<file path="config.mk">
export PLATFORM = sky130hd
export DESIGN_NAME = block_start_coordinate_stepper_core
export DESIGN_NICKNAME = d
export VERILOG_FILES = /design/src/rtl/bscs_pkg.sv /design/src/rtl/bscs_cfg.sv /design/src/rtl/bscs_dp.sv /design/src/rtl/bscs_ctrl.sv /design/src/rtl/block_start_coordinate_stepper_core.sv
export SDC_FILE = /design/constraint.sdc
export NUM_CORES = 1
export LEC_CHECK = 0
export BUFFER_PORTS_ARGS = -buffer_cell sky130_fd_sc_hd__buf_2
export CAP_MARGIN = 20
export CORE_MARGIN = 8
export CORE_UTILIZATION = 60
export CTS_BUF_LIST = sky130_fd_sc_hd__clkbuf_2
export DETAILED_ROUTE_END_ITERATION = 7
export PLACE_DENSITY_LB_ADDON = 0.3
export RECOVER_POWER = 100
export SYNTH_ARGS = -nofsm -noshare
export SYNTH_HDL_FRONTEND = slang
export SYNTH_SLANG_ARGS = --single-unit
</file>
<file path="constraint.sdc">
create_clock -name clk -period 28.4 [get_ports clk]
set_input_delay 2.84 -clock clk [delete_from_list [all_inputs] [get_ports clk]]
set_output_delay 2.84 -clock clk [all_outputs]
set_load 0.05 [all_outputs]
</file>
<file path="src/rtl/bscs_pkg.sv">
`timescale 1ns / 1ps
`default_nettype none

package bscs_pkg;

  localparam int DEF_MAX_DIMS    = 4;
  localparam int DEF_COORD_WIDTH = 16;

  localparam int DC_W           = 3;
  localparam int SIZE_W         = 17;
  localparam int PD_W           = 3;
  localparam int BP_W           = 32;
  localparam int NUM_SIZE_REGS  = 4;
  localparam int CFG_IDX_W      = 3;
  localparam int CFG_DATA_W     = 32;
  localparam int OUT_COORD_W    = 16;
  localparam int NUM_OUT_COORDS = 4;

  // coordinate plus carry, both below 2^32
  localparam int SUM_W = 33;

  localparam logic [DC_W-1:0]   RST_DIM_COUNT      = DC_W'(2);
  localparam logic [SIZE_W-1:0] RST_SIZE           = SIZE_W'(1);
  localparam logic [PD_W-1:0]   RST_PROCESSING_DIM = '0;
  localparam logic [BP_W-1:0]   RST_BLOCK_PIXELS   = BP_W'(1);

  typedef enum logic [CFG_IDX_W-1:0] {
    CFG_DIM_COUNT      = 3'd0,
    CFG_SIZE_DIM0      = 3'd1,
    CFG_SIZE_DIM1      = 3'd2,
    CFG_SIZE_DIM2      = 3'd3,
    CFG_SIZE_DIM3      = 3'd4,
    CFG_PROCESSING_DIM = 3'd5,
    CFG_BLOCK_PIXELS   = 3'd6
  } cfg_reg_t;

  typedef struct packed {
    logic [DC_W-1:0]                        dim_count;
    logic [NUM_SIZE_REGS-1:0][SIZE_W-1:0]   size;
    logic [PD_W-1:0]                        processing_dim;
    logic [BP_W-1:0]                        block_pixels;
  } cfg_t;

  typedef struct packed {
    logic clear;
    logic set_flag;
    logic init;
    logic skip;
    logic fast;
    logic div_start;
    logic div_step;
    logic commit;
    logic load_out;
  } cmd_t;

  typedef struct packed {
    logic flag;
    logic bp_zero;
    logic fd_out;
    logic carry_zero;
    logic dim_active;
    logic dim_skip;
    logic fits;
    logic div_last;
  } status_t;

endpackage

`default_nettype wire

</file>
<file path="src/rtl/bscs_cfg.sv">
`timescale 1ns / 1ps
`default_nettype none

module bscs_cfg
  import bscs_pkg::*;
(
  input  wire logic                  clk,
  input  wire logic                  rst_n,
  input  wire logic                  cfg_wr_en,
  input  wire logic [CFG_IDX_W-1:0]  cfg_index,
  input  wire logic [CFG_DATA_W-1:0] cfg_data,
  output cfg_t                       cfg
);

  cfg_t cfg_r;

  always_ff @(posedge clk) begin
    if (!rst_n) begin
      cfg_r.dim_count      <= RST_DIM_COUNT;
      for (int k = 0; k < NUM_SIZE_REGS; k++) begin
        cfg_r.size[k] <= RST_SIZE;
      end
      cfg_r.processing_dim <= RST_PROCESSING_DIM;
      cfg_r.block_pixels   <= RST_BLOCK_PIXELS;
    end else if (cfg_wr_en) begin
      unique case (cfg_index)
        CFG_DIM_COUNT:      cfg_r.dim_count      <= cfg_data[DC_W-1:0];
        CFG_SIZE_DIM0:      cfg_r.size[0]        <= cfg_data[SIZE_W-1:0];
        CFG_SIZE_DIM1:      cfg_r.size[1]        <= cfg_data[SIZE_W-1:0];
        CFG_SIZE_DIM2:      cfg_r.size[2]        <= cfg_data[SIZE_W-1:0];
        CFG_SIZE_DIM3:      cfg_r.size[3]        <= cfg_data[SIZE_W-1:0];
        CFG_PROCESSING_DIM: cfg_r.processing_dim <= cfg_data[PD_W-1:0];
        CFG_BLOCK_PIXELS:   cfg_r.block_pixels   <= cfg_data[BP_W-1:0];
        default: begin
        end
      endcase
    end
  end

  assign cfg = cfg_r;

endmodule

`default_nettype wire

</file>
<file path="src/rtl/bscs_dp.sv">
`timescale 1ns / 1ps
`default_nettype none

module bscs_dp
  import bscs_pkg::*;
#(
  parameter int MAX_DIMS    = DEF_MAX_DIMS,
  parameter int COORD_WIDTH = DEF_COORD_WIDTH
) (
  input  wire logic                   clk,
  input  wire logic                   rst_n,
  input  wire cfg_t                   cfg,
  input  wire cmd_t                   cmd,
  output status_t                     status,
  output logic [OUT_COORD_W-1:0]      out_coord [NUM_OUT_COORDS],
  output logic                        out_past_end
);

  localparam int EW    = COORD_WIDTH + 1;
  localparam int TW    = EW + 1;
  localparam int CMPW  = (EW > SIZE_W) ? EW : SIZE_W;
  localparam int DCW   = $clog2(MAX_DIMS + 1);
  localparam int IDX_W = (MAX_DIMS > 1) ? $clog2(MAX_DIMS) : 1;
  localparam int CNT_W = $clog2(SUM_W);

  logic [COORD_WIDTH-1:0] coord_r [MAX_DIMS];
  logic [COORD_WIDTH-1:0] next_r  [MAX_DIMS];
  logic                   flag_r;
  logic [BP_W-1:0]        carry_r;
  logic [DCW-1:0]         dim_r;
  logic [SUM_W-1:0]       div_q_r;
  logic [EW-1:0]          div_rem_r;
  logic [CNT_W-1:0]       div_cnt_r;
  logic [OUT_COORD_W-1:0] out_coord_r [NUM_OUT_COORDS];
  logic                   out_past_end_r;

  logic [DCW-1:0]         nd;
  logic [DCW-1:0]         fd;
  logic [IDX_W-1:0]       dim_idx;
  logic [SIZE_W-1:0]      size_sel;
  logic                   size_hit;
  logic [CMPW-1:0]        size_x;
  logic [CMPW-1:0]        cap_x;
  logic [CMPW-1:0]        ext_x;
  logic [EW-1:0]          ext;
  logic [COORD_WIDTH-1:0] cur;
  logic [COORD_WIDTH-1:0] cur_c;
  logic [SUM_W-1:0]       sum;
  logic [TW-1:0]          trial;
  logic                   ge;
  logic [EW-1:0]          rem_nxt;
  logic [SUM_W-1:0]       q_nxt;
  logic                   div_last;
  logic [DCW-1:0]         dim_inc;
  logic [OUT_COORD_W-1:0] out_src [NUM_OUT_COORDS];

  assign nd = (int'(cfg.dim_count) > MAX_DIMS) ? DCW'(MAX_DIMS) : DCW'(cfg.dim_count);
  assign fd = (cfg.processing_dim == '0) ? DCW'(1) : '0;
  assign dim_idx = dim_r[IDX_W-1:0];
  assign dim_inc = DCW'(dim_r + DCW'(1));

  // extent of the current dimension
  always_comb begin
    size_sel = '0;
    size_hit = 1'b0;
    for (int k = 0; k < NUM_SIZE_REGS; k++) begin
      if (int'(dim_r) == k) begin
        size_sel = cfg.size[k];
        size_hit = 1'b1;
      end
    end
    size_x = CMPW'(size_sel);
    cap_x  = CMPW'(1) << COORD_WIDTH;
    if (!size_hit || size_x == '0) begin
      ext_x = CMPW'(1);
    end else if (size_x > cap_x) begin
      ext_x = cap_x;
    end else begin
      ext_x = size_x;
    end
    ext = EW'(ext_x);
  end

  assign cur   = next_r[dim_idx];
  assign cur_c = ({1'b0, cur} >= ext) ? COORD_WIDTH'(ext - EW'(1)) : cur;
  assign sum   = SUM_W'(cur_c) + SUM_W'(carry_r);

  // restoring divider, one quotient bit per cycle
  assign trial    = {div_rem_r, div_q_r[SUM_W-1]};
  assign ge       = trial >= TW'(ext);
  assign rem_nxt  = ge ? EW'(trial - TW'(ext)) : EW'(trial);
  assign q_nxt    = {div_q_r[SUM_W-2:0], ge};
  assign div_last = div_cnt_r == CNT_W'(SUM_W - 1);

  always_comb begin
    status            = '0;
    status.flag       = flag_r;
    status.bp_zero    = cfg.block_pixels == '0;
    status.fd_out     = fd >= nd;
    status.carry_zero = carry_r == '0;
    status.dim_active = dim_r < nd;
    status.dim_skip   = int'(dim_r) == int'(cfg.processing_dim);
    status.fits       = sum < SUM_W'(ext);
    status.div_last   = div_last;
  end

  always_ff @(posedge clk) begin
    if (!rst_n) begin
      for (int k = 0; k < MAX_DIMS; k++) begin
        coord_r[k] <= '0;
      end
      flag_r <= 1'b0;
    end else begin
      if (cmd.clear) begin
        for (int k = 0; k < MAX_DIMS; k++) begin
          coord_r[k] <= '0;
        end
        flag_r <= 1'b0;
      end
      if (cmd.set_flag) begin
        flag_r <= 1'b1;
      end
      if (cmd.commit) begin
        for (int k = 0; k < MAX_DIMS; k++) begin
          coord_r[k] <= next_r[k];
        end
      end
    end
  end

  always_ff @(posedge clk) begin
    if (cmd.init) begin
      for (int k = 0; k < MAX_DIMS; k++) begin
        next_r[k] <= coord_r[k];
      end
      carry_r <= cfg.block_pixels;
      dim_r   <= fd;
    end
    if (cmd.skip) begin
      dim_r <= dim_inc;
    end
    if (cmd.fast) begin
      next_r[dim_idx] <= sum[COORD_WIDTH-1:0];
      carry_r         <= '0;
      dim_r           <= dim_inc;
    end
    if (cmd.div_start) begin
      div_q_r   <= sum;
      div_rem_r <= '0;
      div_cnt_r <= '0;
    end
    if (cmd.div_step) begin
      div_q_r   <= q_nxt;
      div_rem_r <= rem_nxt;
      div_cnt_r <= CNT_W'(div_cnt_r + CNT_W'(1));
      if (div_last) begin
        next_r[dim_idx] <= rem_nxt[COORD_WIDTH-1:0];
        carry_r         <= q_nxt[BP_W-1:0];
        dim_r           <= dim_inc;
      end
    end
    if (cmd.load_out) begin
      out_coord_r    <= out_src;
      out_past_end_r <= flag_r;
    end
  end

  for (genvar j = 0; j < NUM_OUT_COORDS; j++) begin : g_out
    if (j < MAX_DIMS) begin : g_used
      assign out_src[j] = (DCW'(j) < nd) ? OUT_COORD_W'(coord_r[j]) : '0;
    end else begin : g_unused
      assign out_src[j] = '0;
    end
    assign out_coord[j] = out_coord_r[j];
  end

  assign out_past_end = out_past_end_r;

endmodule

`default_nettype wire

</file>
<file path="src/rtl/bscs_ctrl.sv">
`timescale 1ns / 1ps
`default_nettype none

module bscs_ctrl
  import bscs_pkg::*;
(
  input  wire logic    clk,
  input  wire logic    rst_n,
  input  wire logic    in_valid,
  output logic         in_ready,
  input  wire logic    in_first_block,
  output logic         out_valid,
  input  wire logic    out_ready,
  input  wire status_t status,
  output cmd_t         cmd
);

  typedef enum logic [1:0] {
    S_IDLE,
    S_STEP,
    S_DIV,
    S_FINISH
  } state_t;

  state_t state_r;
  state_t state_nxt;
  logic   out_valid_r;
  logic   out_valid_nxt;

  always_comb begin
    cmd           = '0;
    state_nxt     = state_r;
    out_valid_nxt = out_valid_r && !out_ready;
    unique case (state_r)
      S_IDLE: begin
        if (in_valid) begin
          priority if (in_first_block) begin
            cmd.clear = 1'b1;
            state_nxt = S_FINISH;
          end else if (status.flag || status.bp_zero) begin
            state_nxt = S_FINISH;
          end else if (status.fd_out) begin
            cmd.set_flag = 1'b1;
            state_nxt    = S_FINISH;
          end else begin
            cmd.init  = 1'b1;
            state_nxt = S_STEP;
          end
        end
      end
      S_STEP: begin
        priority if (status.carry_zero) begin
          cmd.commit = 1'b1;
          state_nxt  = S_FINISH;
        end else if (!status.dim_active) begin
          cmd.set_flag = 1'b1;
          state_nxt    = S_FINISH;
        end else if (status.dim_skip) begin
          cmd.skip = 1'b1;
        end else if (status.fits) begin
          cmd.fast = 1'b1;
        end else begin
          cmd.div_start = 1'b1;
          state_nxt     = S_DIV;
        end
      end
      S_DIV: begin
        cmd.div_step = 1'b1;
        if (status.div_last) begin
          state_nxt = S_STEP;
        end
      end
      S_FINISH: begin
        if (!out_valid_r || out_ready) begin
          cmd.load_out  = 1'b1;
          out_valid_nxt = 1'b1;
          state_nxt     = S_IDLE;
        end
      end
      default: begin
        state_nxt = S_IDLE;
      end
    endcase
  end

  always_ff @(posedge clk) begin
    if (!rst_n) begin
      state_r     <= S_IDLE;
      out_valid_r <= 1'b0;
    end else begin
      state_r     <= state_nxt;
      out_valid_r <= out_valid_nxt;
    end
  end

  assign in_ready  = state_r == S_IDLE;
  assign out_valid = out_valid_r;

  a_one_item: assert property (@(posedge clk) disable iff (!rst_n)
    (in_valid && in_ready) |=> !in_ready)
    else $error("second beat taken while one is in flight");

  a_div_exit: assert property (@(posedge clk) disable iff (!rst_n)
    (state_r == S_DIV && status.div_last) |=> (state_r == S_STEP))
    else $error("divider did not hand back to step");

  a_load_valid: assert property (@(posedge clk) disable iff (!rst_n)
    cmd.load_out |=> out_valid_r)
    else $error("result loaded but not shown");

  a_commit_clean: assert property (@(posedge clk) disable iff (!rst_n)
    cmd.commit |-> !status.flag)
    else $error("commit while overrun held");

endmodule

`default_nettype wire

</file>
<file path="src/rtl/block_start_coordinate_stepper_core.sv">
`timescale 1ns / 1ps
`default_nettype none

// channel  ports                                   handshake
// in       in_first_block                          in_valid / in_ready
// out      out_coord_0..3, out_past_end            out_valid / out_ready
// cfg      cfg_index, cfg_data                     cfg_wr_en, no wait
//
// one beat in flight at a time; a restart or a no-op advance goes from idle straight to finish
// an advance loads a working copy, walks the dimensions touched by the carry and
// runs the bit-serial divider for each dimension whose sum does not fit its extent
// the next beat is taken while the previous result waits in the output register
// synchronous active-low reset gives the origin and the register defaults

module block_start_coordinate_stepper_core
  import bscs_pkg::*;
#(
  parameter int MAX_DIMS    = DEF_MAX_DIMS,
  parameter int COORD_WIDTH = DEF_COORD_WIDTH
) (
  input  wire logic                   clk,
  input  wire logic                   rst_n,
  input  wire logic                   in_valid,
  output logic                        in_ready,
  input  wire logic                   in_first_block,
  output logic                        out_valid,
  input  wire logic                   out_ready,
  output logic [OUT_COORD_W-1:0]      out_coord_0,
  output logic [OUT_COORD_W-1:0]      out_coord_1,
  output logic [OUT_COORD_W-1:0]      out_coord_2,
  output logic [OUT_COORD_W-1:0]      out_coord_3,
  output logic                        out_past_end,
  input  wire logic                   cfg_wr_en,
  input  wire logic [CFG_IDX_W-1:0]   cfg_index,
  input  wire logic [CFG_DATA_W-1:0]  cfg_data
);

  cfg_t                   cfg;
  cmd_t                   cmd;
  status_t                status;
  logic [OUT_COORD_W-1:0] out_coord [NUM_OUT_COORDS];

  bscs_cfg u_cfg (
    .clk       (clk),
    .rst_n     (rst_n),
    .cfg_wr_en (cfg_wr_en),
    .cfg_index (cfg_index),
    .cfg_data  (cfg_data),
    .cfg       (cfg)
  );

  bscs_ctrl u_ctrl (
    .clk            (clk),
    .rst_n          (rst_n),
    .in_valid       (in_valid),
    .in_ready       (in_ready),
    .in_first_block (in_first_block),
    .out_valid      (out_valid),
    .out_ready      (out_ready),
    .status         (status),
    .cmd            (cmd)
  );

  bscs_dp #(
    .MAX_DIMS    (MAX_DIMS),
    .COORD_WIDTH (COORD_WIDTH)
  ) u_dp (
    .clk          (clk),
    .rst_n        (rst_n),
    .cfg          (cfg),
    .cmd          (cmd),
    .status       (status),
    .out_coord    (out_coord),
    .out_past_end (out_past_end)
  );

  assign out_coord_0 = out_coord[0];
  assign out_coord_1 = out_coord[1];
  assign out_coord_2 = out_coord[2];
  assign out_coord_3 = out_coord[3];

endmodule

`default_nettype wire
</file>
Yosys cells after proc, flatten, opt, wreduce, memory -nomap -nowiden:

Memories as Yosys holds them, arrays and structs flattened. A register that Yosys moved wholly into a read port is not among the register bits.
Index checks and enable logic that the tools add are counted.

* bits in registers: 266
* RAM bits: 128
* input port bits: 41
* output and inout port bits: 67
* logic and storage cells: 184
* memories kept: 2

Memories
* u_dp.coord_r: words 4, width 16, read ports 4, clocked after memory_dff 0, wr ports 4, RTL line bscs_dp.sv:26 `logic [COORD_WIDTH-1:0] coord_r [MAX_DIMS];`
* u_dp.next_r: words 4, width 16, read ports 5, clocked after memory_dff 1, wr ports 4, RTL line bscs_dp.sv:27 `logic [COORD_WIDTH-1:0] next_r [MAX_DIMS];`

* $add $sub $neg: 5
* order comparisons: 11
* equal/unequal tests: 19
* muxes and demuxes: 93
* bitwise logic cells: 9
* reduce and logical (&&, ||, !) cells: 25

Operators with widths (count)
* 2-to-1 mux 16 bit: 11
* 2-to-1 mux 17 bit: 9
* 2-to-1 mux 32 bit: 4
* 2-to-1 mux 33 bit: 2
* zero test 32 bit: 2
* 2-to-1 mux 1 bit: 39
* adder 16 x 32 -> 33 bit: 1
* < comparator 33 x 17 -> 1 bit: 1
* 2-to-1 mux 3 bit: 10
* 2-to-1 mux 2 bit: 14
* greater-or-equal comparator 18 x 17 -> 1 bit: 1
* greater-or-equal comparator 16 x 17 -> 1 bit: 1
* greater-than comparator 17 bit (second input constant): 1
* zero test 17 bit: 1
* subtractor 17 bit: 1
* OR reduction 16 bit: 1
* subtractor 16 x 1 -> 16 bit (second input constant): 1
* equality test 3 bit (second input constant): 5
* AND reduction 2 bit: 7
* 2-to-1 mux 6 bit: 2
* equality test 3 x 2 -> 1 bit (second input constant): 3
* zero test 3 bit: 3
* OR 1 bit: 9
* != test 4 bit (second input constant): 2
* 22 further kinds: 31

Logic depth before layout (Yosys ltp):

Gate-level depths: netlist of run 1.

* depth after elaboration: 22
* mapped depth: 48
* gate-level depth less buffers: 40

Hierarchy:

From an unflattened synthesis of run 1, not the netlist that was laid out.

* cell total of the unflattened synthesis: 1938
* area total of the unflattened synthesis: 20689.8 um^2

Modules (own cells, without submodules)
* bscs_dp: instances 1, cells an instance 1514, area an instance 16425.8 um^2
* bscs_cfg: instances 1, cells an instance 386, area an instance 3958.8 um^2
* bscs_ctrl: instances 1, cells an instance 38, area an instance 305.3 um^2

Least setup slack after synthesis of run 1:

OpenSTA, ideal clock, no wires.

* path type: register to register
* from: register u_dp.dim_r[0]
* to: memory u_dp.next_r[3][0] in the netlist's numbering (enable)
* setup time: 0.414 ns
* data arrival time: 10.383 ns
* required time: 27.986 ns
* slack: 17.603 ns
* cell stages (with the launch flop): 47
* path buffers: 8
* clock period less this slack: 10.797 ns
* cell sequence: dfxtp_1 > inv_1 > ha_1 > clkbuf_1 > buf_2 > nand2_1 > o21ai_0 > a32oi_1 > nand3_1 > nor3_1 > and4_1 > or2_2 > buf_2 > buf_1 > nand2_1 > ha_1 > a21o_1 > a221o_1 > [... 11 more ...] > o21ai_0 > nand2_1 > a311o_1 > a21oi_1 > xnor2_1 > ha_1 > nand4_1 > nor4_1 > a221oi_1 > o41ai_1 > a21oi_1 > nand2_1 > a2111oi_4 > and4_1 > buf_4 > nor2_2 > buf_6 > o31ai_1

RTL lines
* from (decl): RTL line bscs_dp.sv:30 `logic [DCW-1:0] dim_r;`
* from (signal assigned): RTL line bscs_dp.sv:140 `dim_r <= dim_inc;`
* from (signal assigned): RTL line bscs_dp.sv:145 `dim_r <= dim_inc;`
* from (signal assigned): RTL line bscs_dp.sv:159 `dim_r <= dim_inc;`
* to (decl): RTL line bscs_dp.sv:27

==> flow_summary.toml, run 1 <==
[floorplanning]
die_area_um2 = 40700
ios = 108
initial_core_util = 0.604
core_um2 = 34200
fp.dieW_um = 202
die_y_um = 202
rows = 68

[cts]
cts_resized = 0
cts_setup_buffers = 0
clkSinkCount = 394
cts_buffers = 96
htreeDepth = 3
hold_buffers = 0
clk_pin_slew_ns = 0.13
cts_tree = "yes"
clock-root-buffer = "clkbuf_2"
clockBufferDepth = 3
insertion_delay_ns = 1.08

[sta]
fin_setup_tns_ns = 0
setup_ws_ns = 12.08
rsz0062_at_grt = "no"
hold_violations = 0
relSlewSlack = -1.49
holdWs_ns = 0.449
fin_crit_sh = 0.575
setup_violations = 0
finClkSkew_ns = 0.0814
drv_slew = 531
max_freq_ghz = 0.0613
max_slew.worst_pin.slew_ns = 3.74
min_period_ns = 16.32

[job]
max_cap_viol_count = 11

[detailed_routing]
wl_per_cell_um = 22.4
vias_per_cell = 6.19
first_pass_iters = 5
drc = 0
dr.first_iter.drc_count = 1640
vias = 16800
postRouteWirelength_um = 60800
ant_nets = 0

[place]
placed_cells = 2535
portBuffers = 107
dp_slack_ns = 16.18
dp.final_hpwl_um = 44500
place_congestion = 1.01
place_area_um2 = 21600

[synthesis]
synth.distinct_cells = 77
synth_top_family_by_area = "simple AND/OR/NAND/NOR gates"
async_reset_ff_frac = 0
synth_cells = 2053
synth-edff-count = 233
syn_nets = 2172
syn_area_um2 = 20700
synth-simple-area-share = 0.190
synth_compound_area_frac = 0.148
synth_ff_type = "edfxtp_1"
synth_fa_ha_area_frac = 0.0479
seq_area_frac_synth = 0.494
yosysWarnings = 0
muxShareOfSynthArea = 0.0695
syn_area_per_cell_um2 = 10.1
synthXorXnorAreaFrac = 0.0229
ys_seq_elements = 394

[worst_hold_path]
hold_path.class = "register to register"

[final_layout]
nNetsFinal = 2299
area_growth_pct = 7.74
fill_cells = 2834
drive_gt1_frac = 0.123
instances_no_fill = 2710
stdcell_area_um2 = 22300

[setup_path]
r2r_cells = 38
cpMaxStageDelayCell = "o21ai_0"
worstReg2RegStart = "u_dp.dim_r[1]$_DFF_P_"
crit_start = "u_dp.dim_r[1]$_DFF_P_"
path_common_cell = "ha_1"
critPathLaunchType = "register"
cp.required_ns = 29.06
critPathCapture = "u_dp.next_r[2][13]$_DFFE_PP_"
end_kind = "register"
worstPathArrival_ns = 16.99
crit_fanout = 31
cp_slowest_stage_delay_ns = 1.18
reg2reg_to = "u_dp.next_r[2][13]$_DFFE_PP_"
critPathKind = "register to register"
rrSetupSlack_ns = 12.08

[grt]
grt_pass1_wl_um = 93100
grt_pass1_vias = 16300
grt_max_degree = 108
overflow = 0
antenna_found_initial = 1
grt_usage = 0.294

[power_and_ir_drop]
leakagePower_nw = 8.64
p_per_area_nw_per_um2 = 119
vdd_drop_max_v = 0.0000669

[status]
violations = "capacitance limit, slew limit"
run_status = "finished with violations"
==> power breakdown <==
part	internal, mW	leakage [nW]	switching (mW)
Clock	0.155	0.686	0.229
Sequential	0.776	3.56	0.0946
Combinational	0.464	4.39	0.940
Total	1.40	8.64	1.26
==> per-stage QoR <==
stage / total power [mW] / util
2_1_floorplan: 1.80 / -
3_3_place_gp: 2.24 / 0.630
3_5_place_dp: 2.26 / 0.631
4_1_cts: 2.65 / 0.657
5_1_grt: 2.82 / 0.651
6_report: 2.66 / 0.651
==> logic make-up (layout without fill, tap and decap cells) <==
logic type                 count (synthesis)  in the layout
and+or+nand+nor                          831            831
other                                      0              1
DFF                                      394            394
adders and majority gates                 78             78
muxes                                    116            116
AOI/OAI and AO/OA                        440            440
buffers and inverters                    140            341
xor gates and xnor gates                  54             54
==> layout make-up <==
cell class | count | area, µm² | area share
Inverter | 33 | 124 | 0.00556
Tap cell | 455 | 569 | 0.0256
Clock buffer | 145 | 726 | 0.0326
Antenna cell | 1 | 2.50 | 0.000112
Sequential cell | 394 | 10200 | 0.459
Multi-Input combinational cell | 1519 | 9810 | 0.441
Clock inverter | 27 | 171 | 0.00770
Timing Repair Buffer | 136 | 648 | 0.0291
==> synth_stat cells (all sizes together), types with 7 or more instances <==
library cell | number | share of area
xnor2 | 34 | 0.014
o21ai | 103 | 0.026
nor2b | 73 | 0.022
a21o | 23 | 0.0084
clkbuf | 85 | 0.015
a21oi | 69 | 0.017
inv | 33 | 0.0060
nand2b | 25 | 0.0076
and3 | 66 | 0.020
nand3 | 37 | 0.0090
dfxtp | 161 | 0.16
a22o | 13 | 0.0055
nand2 | 395 | 0.072
a32o | 8 | 0.0039
nor4 | 18 | 0.0062
buf | 22 | 0.0059
a31oi | 12 | 0.0036
o2bb2ai | 9 | 0.0038
o211ai | 15 | 0.0054
a211oi | 10 | 0.0036
or2 | 8 | 0.0024
nand4 | 21 | 0.0067
nor3 | 19 | 0.0046
ha | 76 | 0.046
o31ai | 21 | 0.0076
and2 | 28 | 0.0086
mux2 | 36 | 0.021
mux4 | 16 | 0.017
mux2i | 64 | 0.031
a21boi | 99 | 0.036
edfxtp | 233 | 0.34
nor2 | 116 | 0.021
xor2 | 20 | 0.0085
nand3b | 7 | 0.0025
==> sequential cells by signal, indices dropped and copies added (netlist names) <==
name / count
u_dp.flag_r: 1
u_ctrl.state_r: 2
u_dp.div_q_r: 33
u_dp.next_r: 64
u_dp.div_rem_r: 17
u_dp.dim_r: 3
u_cfg.cfg: 106
u_dp.div_cnt_r: 6
u_dp.coord_r: 64
u_dp.carry_r: 32
u_dp.out_past_end: 1
u_ctrl.out_valid: 1
u_dp.out_coord: 64
==> critical path: cells and delay by family (launching register included) <==
| family | cells | cell delay [ns] |
|---|---|---|
| DFF | 1 | 1.06 |
| and+or+nand+nor | 16 | 5.42 |
| xor gates and xnor gates | 1 | 0.25 |
| adders and majority gates | 5 | 2.12 |
| buffers and inverters | 1 | 1.14 |
| AOI/OAI and AO/OA | 15 | 5.91 |
==> layer usage <==
metal  vias to the layer above  wire [µm]  global-route usage
li1                       7731          -                   -
met1                      7989      24100               0.364
met2                       867      28800               0.485
met3                       181       4630              0.0511
met4                         0       3220               0.157
met5                         -          0                   0
==> cell usage in the layout (no fill, tap or decap), drive strengths merged, types with 18 or more instances in the layout <==
cell type,netlist,routed
nand2,395,395
edfxtp,233,233
clkbuf,85,224
dfxtp,161,161
nor2,116,116
o21ai,103,103
a21boi,99,99
ha,76,76
nor2b,73,73
a21oi,69,69
and3,66,66
mux2i,64,64
buf,22,57
nand3,37,37
inv,33,36
mux2,36,36
xnor2,34,34
and2,28,28
nand2b,25,25
a21o,23,23
nand4,21,21
o31ai,21,21
clkinv,0,21
xor2,20,20
nor3,19,19
nor4,18,18
==> how the worst min path moves through the flow <==
stage | slack (ns) | startpoint | cells past startpoint | endpoint
final | 0.45 | u_dp.div_q_r[11]$_DFFE_PP_ | 2 | u_dp.carry_r[12]$_DFF_P_
after floorplan | 0.43 | u_dp.flag_r$_SDFFE_PN0P_ | 0 | u_dp.out_past_end$_DFFE_PP_
after global placement | 0.45 | u_cfg.cfg[35]$_SDFFE_PN1P_ | 2 | u_cfg.cfg[35]$_SDFFE_PN1P_
after global routing | 0.50 | u_cfg.cfg[62]$_SDFFE_PN0P_ | 2 | u_cfg.cfg[62]$_SDFFE_PN0P_
after CTS | 0.45 | u_dp.div_q_r[11]$_DFFE_PP_ | 2 | u_dp.carry_r[12]$_DFF_P_
after detailed placement | 0.46 | u_dp.div_q_r[11]$_DFFE_PP_ | 2 | u_dp.carry_r[12]$_DFF_P_
Power figures use the tool's default switching activity.
==> run 2, diff against run 1 <==
--- a/config.mk
+++ b/config.mk
@@ -8,7 +8,7 @@
 export BUFFER_PORTS_ARGS = -buffer_cell sky130_fd_sc_hd__buf_2
 export CAP_MARGIN = 20
 export CORE_MARGIN = 8
-export CORE_UTILIZATION = 60
+export CORE_UTILIZATION = 58
 export CTS_BUF_LIST = sky130_fd_sc_hd__clkbuf_2
 export DETAILED_ROUTE_END_ITERATION = 7
 export PLACE_DENSITY_LB_ADDON = 0.3
==> constraint.sdc (replaced) <==
create_clock -name clk -period 13.5 [get_ports clk]
set_input_delay 1.35 -clock clk [delete_from_list [all_inputs] [get_ports clk]]
set_output_delay 1.35 -clock clk [all_outputs]
set_load 0.05 [all_outputs]
==> run 2 against run 1 <==
Effect of this change: the run still ends with capacitance limit, slew limit left; die area up 3.2%; sequential power is 110% higher; hold slack better by 0.019 ns; largest power group unchanged.
==> flow_summary.toml, run 2 (synthesized netlist as in run 1, its figures left out) <==
[status]
run_status = "finished with violations"
violations = "capacitance limit, slew limit"

[setup_path]
cpMaxStageDelayCell = "a21o_1"
crit_fanout = 32
critPathLaunchType = "register"
critPathKind = "register to register"
cp_slowest_stage_delay_ns = 0.93
path_common_cell = "ha_1"
cp.required_ns = 14.12
worstPathArrival_ns = 12.92
end_kind = "register"

[cts]
cts_tree = "yes"
hold_buffers = 0
htreeDepth = 3
cts_setup_buffers = 0
clock-root-buffer = "clkbuf_2"
cts_resized = 0
clkSinkCount = 394
insertion_delay_ns = 1.04
clockBufferDepth = 3
clk_pin_slew_ns = 0.12
cts_buffers = 96

[final_layout]
drive_gt1_frac = 0.124
final_cell_mix = "nand2_1 (394), edfxtp_1 (233), dfxtp_1 (161)"
area_growth_pct = 7.90
largest_reg_flops = 106
instances_no_fill = 2715
nNetsFinal = 2301
stdcell_area_um2 = 22300
final_util = 0.632
layout_commonest_cell = "nand2_1"

[power_and_ir_drop]
internal-power_mw = 2.96
clock_power_share = 0.142
sequentialPowerShare = 0.322
p_comb_frac = 0.536
vdd_drop_max_v = 0.000132
leakagePower_nw = 8.62
report.power.total_mw = 5.63
p_sw_frac = 0.474
p_per_area_nw_per_um2 = 252
p_sw_mw = 2.67

[floorplanning]
fp.dieW_um = 205
core_um2 = 35300
ios = 108
die_y_um = 205
initial_core_util = 0.586
rows = 69
die_area_um2 = 41900

[sta]
rsz0062_at_grt = "no"
holdWs_ns = 0.469
max_slew.worst_pin.slew_ns = 4.15
fin_setup_tns_ns = 0
fin_crit_sh = 0.911
setup_violations = 0
max_freq_ghz = 0.0813
min_period_ns = 12.30
relSlewSlack = -1.77
finClkSkew_ns = 0.0871
drv_slew = 484
setup_ws_ns = 1.20
hold_violations = 0

[detailed_routing]
first_pass_iters = 6
vias = 16600
dr.first_iter.drc_count = 1626
vias_per_cell = 6.13
postRouteWirelength_um = 61400
wl_per_cell_um = 22.6
ant_nets = 0
drc = 0

[place]
portBuffers = 107
dp_slack_ns = 2.00
placed_cells = 2542
place_area_um2 = 21600
dp.final_hpwl_um = 45500
place_congestion = 1.03

[grt]
overflow = 0
grt_usage = 0.286
grt_pass1_wl_um = 92400
grt_pass1_vias = 15800
grt_max_degree = 116
antenna_found_initial = 1

[job]
max_cap_viol_count = 9

[worst_hold_path]
hold_path.class = "register to register"
run 2: cell types whose count changed in the layout (fill, tap and decap cells not counted), sizes merged:
cell	change
clkbuf	+2
clkinvlp	+2
buf	+2
inv	-2
clkinv	-5
run 2: power groups by stage:
| stage | clock network [mW] | registers (mW) | logic (mW) |
|---|---|---|---|
| after detailed placement | 0 | 1.82 | 2.96 |
| after global placement | 0 | 1.82 | 2.90 |
| after CTS | 0.818 | 1.80 | 2.98 |
| after global routing | 0.879 | 1.83 | 3.24 |
| after floorplan | 0 | 1.83 | 1.95 |
| final | 0.799 | 1.81 | 3.02 |
run 2: area by class of cell:
| cell class | count | area [µm²] |
|---|---|---|
| fillers | 3000 | 13000 |
| flip-flops and latches | 394 | 10200 |
| multi-input cells | 1519 | 9860 |
| clock buffers | 147 | 736 |
| repair buffers | 138 | 642 |
| well taps | 461 | 577 |
| clock inverters | 22 | 151 |
| inverters | 33 | 124 |
| diodes | 1 | 2.50 |
run 2: worst max-delay path, delay by kind of cell, from the launching register on:
kind / cells / cell delay [ns]
AND/OR/NAND/NOR: 14 / 3.79
AO/OA/AOI/OAI: 16 / 4.97
adder cells (fa/ha/maj): 5 / 1.53
flip-flops: 1 / 0.32
buffers and inverters: 3 / 1.02
XOR/XNOR: 1 / 0.20
run 2: worst paths after layout:
path	cells past startpoint	slack, ns	to	startpoint
worst max-delay path	39	1.20	u_dp.div_q_r[12]$_DFFE_PP_	u_dp.dim_r[1]$_DFF_P_
worst min-delay path	2	0.47	u_dp.carry_r[8]$_DFF_P_	u_dp.div_q_r[7]$_DFFE_PP_
worst max register to register	39	1.20	u_dp.div_q_r[12]$_DFFE_PP_	u_dp.dim_r[1]$_DFF_P_
worst min register to register	2	0.47	u_dp.carry_r[8]$_DFF_P_	u_dp.div_q_r[7]$_DFFE_PP_
run 2: per-layer routing:
metal / wire length (µm) / track usage / up-vias
li1: - / - / 7750
met5: 0 / 0 / -
met4: 3040 / 0.142 / 0
met2: 29200 / 0.473 / 760
met3: 4220 / 0.0501 / 155
met1: 24900 / 0.357 / 7982
==> run 3, diff against run 2 <==
--- a/config.mk
+++ b/config.mk
@@ -8,10 +8,10 @@
 export BUFFER_PORTS_ARGS = -buffer_cell sky130_fd_sc_hd__buf_2
 export CAP_MARGIN = 20
 export CORE_MARGIN = 8
-export CORE_UTILIZATION = 58
+export CORE_UTILIZATION = 25
 export CTS_BUF_LIST = sky130_fd_sc_hd__clkbuf_2
 export DETAILED_ROUTE_END_ITERATION = 7
-export PLACE_DENSITY_LB_ADDON = 0.3
+export PLACE_DENSITY = 0.45
 export RECOVER_POWER = 100
 export SYNTH_ARGS = -nofsm -noshare
 export SYNTH_HDL_FRONTEND = slang
==> constraint.sdc (replaced) <==
create_clock -name clk -period 14.5 [get_ports clk]
set_input_delay 1.45 -clock clk [delete_from_list [all_inputs] [get_ports clk]]
set_output_delay 1.45 -clock clk [all_outputs]
set_load 0.05 [all_outputs]
==> run 3 against run 2 <==
Effect of this change: the flow still finishes with violations (capacitance limit, slew limit); sequential power is 7% lower; count of clock-buffer cells in the layout rose by 11; highest routed layer is now met5; clock power rose by 3.3%; sequential cell count is the same.
==> flow_summary.toml, run 3 (synthesized netlist as in run 1, its figures left out) <==
[status]
run_status = "finished with violations"
violations = "capacitance limit, slew limit"

[place]
placed_cells = 3153
portBuffers = 107
place_congestion = 0.891
dp.final_hpwl_um = 52200
place_area_um2 = 22400

[cts]
cts_setup_buffers = 0
cts_buffers = 109
clkSinkCount = 394
insertion_delay_ns = 1.23
htreeDepth = 3
cts_resized = 0
clock-root-buffer = "clkbuf_2"
clk_pin_slew_ns = 0.12
hold_buffers = 0
clockBufferDepth = 3
cts_tree = "yes"

[setup_path]
critPathKind = "register to register"
cpLargestDelayFamily = "simple AND/OR/NAND/NOR gates"
cp.required_ns = 15.24
rrSetupSlack_ns = 1.75
path_common_cell = "ha_1"
cp_slowest_stage_delay_ns = 0.81
critPathLaunchType = "register"
worstPathArrival_ns = 13.49
cpMaxStageDelayCell = "or2_0"
crit_fanout = 31
end_kind = "register"
crit_buf_inv = 1

[floorplanning]
fp.dieW_um = 304
ios = 108
rows = 105
die_area_um2 = 92200
die_y_um = 304
core_um2 = 82000
initial_core_util = 0.252

[detailed_routing]
ant_nets = 0
first_pass_iters = 5
drc = 0
vias_per_cell = 4.89
vias = 16400
wl_per_cell_um = 21.0
dr.first_iter.drc_count = 1057
postRouteWirelength_um = 70300

[job]
max_cap_viol_count = 8

[sta]
fin_crit_sh = 0.879
holdWs_ns = 0.465
max_slew.worst_pin.slew_ns = 3.99
max_freq_ghz = 0.0785
min_period_ns = 12.75
setup_violations = 0
finClkSkew_ns = 0.197
rsz0062_at_grt = "no"
hold_violations = 0
fin_setup_tns_ns = 0
drv_slew = 453
relSlewSlack = -1.66

[final_layout]
fill_cells = 8811
final_cell_mix = "nand2_1 (395), edfxtp_1 (233), dfxtp_1 (161)"
nNetsFinal = 2314
stdcell_area_um2 = 23200
largest_reg_flops = 106
instances_no_fill = 3350
final_util = 0.283
drive_gt1_frac = 0.130
area_growth_pct = 12.2
layout_commonest_cell = "nand2_1"

[power_and_ir_drop]
vdd_drop_max_v = 0.000116
p_per_area_nw_per_um2 = 232
leakagePower_nw = 8.72

[grt]
grt_usage = 0.148
antenna_found_initial = 5
grt_pass1_vias = 16300
grt_pass1_wl_um = 103000
overflow = 0
grt_max_degree = 107

[worst_hold_path]
hold_path.class = "register to register"
-- run 3: cell count changes in the layout (fill, tap and decap cells not counted), moves of 4 or more --
cell / before / now
clkbuf_2: 147 / 158
clkinv_1: 16 / 23
clkinv_2: 0 / 6
mux2_1: 5 / 10
mux2_2: 31 / 26
o21ai_0: 98 / 94
o21ai_1: 3 / 7
-- run 3: path summary, 6_finish.rpt --
check	cells past startpoint	from	end
max reg2reg	38	u_dp.dim_r[0]$_DFF_P_	u_dp.next_r[3][12]$_DFFE_PP_
min	1	u_dp.coord_r[0][1]$_SDFFCE_PN0P_	u_dp.next_r[0][1]$_DFFE_PP_
min reg2reg	1	u_dp.coord_r[0][1]$_SDFFCE_PN0P_	u_dp.next_r[0][1]$_DFFE_PP_
max	38	u_dp.dim_r[0]$_DFF_P_	u_dp.next_r[3][12]$_DFFE_PP_
-- run 3: where the power goes --
group	switching, mW	internal (mW)
Clock	0.505	0.320
Sequential	0.186	1.51
Combinational	1.93	0.933
Total	2.62	2.76
-- run 3: metrics by stage --
step	setup WS, ns	power (mW)
floorplan	3.70	3.52
global placement	2.87	4.56
detailed placement	2.62	4.57
CTS	2.49	5.43
global route	0.770	5.75
finish	1.75	5.38
-- run 3: worst reg2reg max path: cells and delay by family, from the launching register on --
kind                       cells  cell delay [ns]
xor gates and xnor gates       1             0.26
buffers and inverters          1             0.28
and+or+nand+nor               16             5.08
adders and majority gates      5             1.99
AOI/OAI and AO/OA             15             4.22
DFF                            1             0.44
-- run 3: cell type report --
class                           instances  area [µm²]  share of cell area
Clock inverter                         35         205             0.00885
Antenna cell                            3        7.51            0.000324
Multi-Input combinational cell       1519        9860               0.425
Inverter                               33         124             0.00534
Tap cell                             1070        1340              0.0577
Sequential cell                       394       10200               0.441
Clock buffer                          158         791              0.0341
Timing Repair Buffer                  138         646              0.0278
-- run 3: metal layers --
layer | share of wire | up-vias | global-route usage
met1 | 0.45 | 7969 | 0.192
met2 | 0.46 | 488 | 0.239
met4 | 0.032 | 2 | 0.0580
met3 | 0.062 | 138 | 0.0318
li1 | - | 7778 | -
met5 | 0.00011 | - | 0
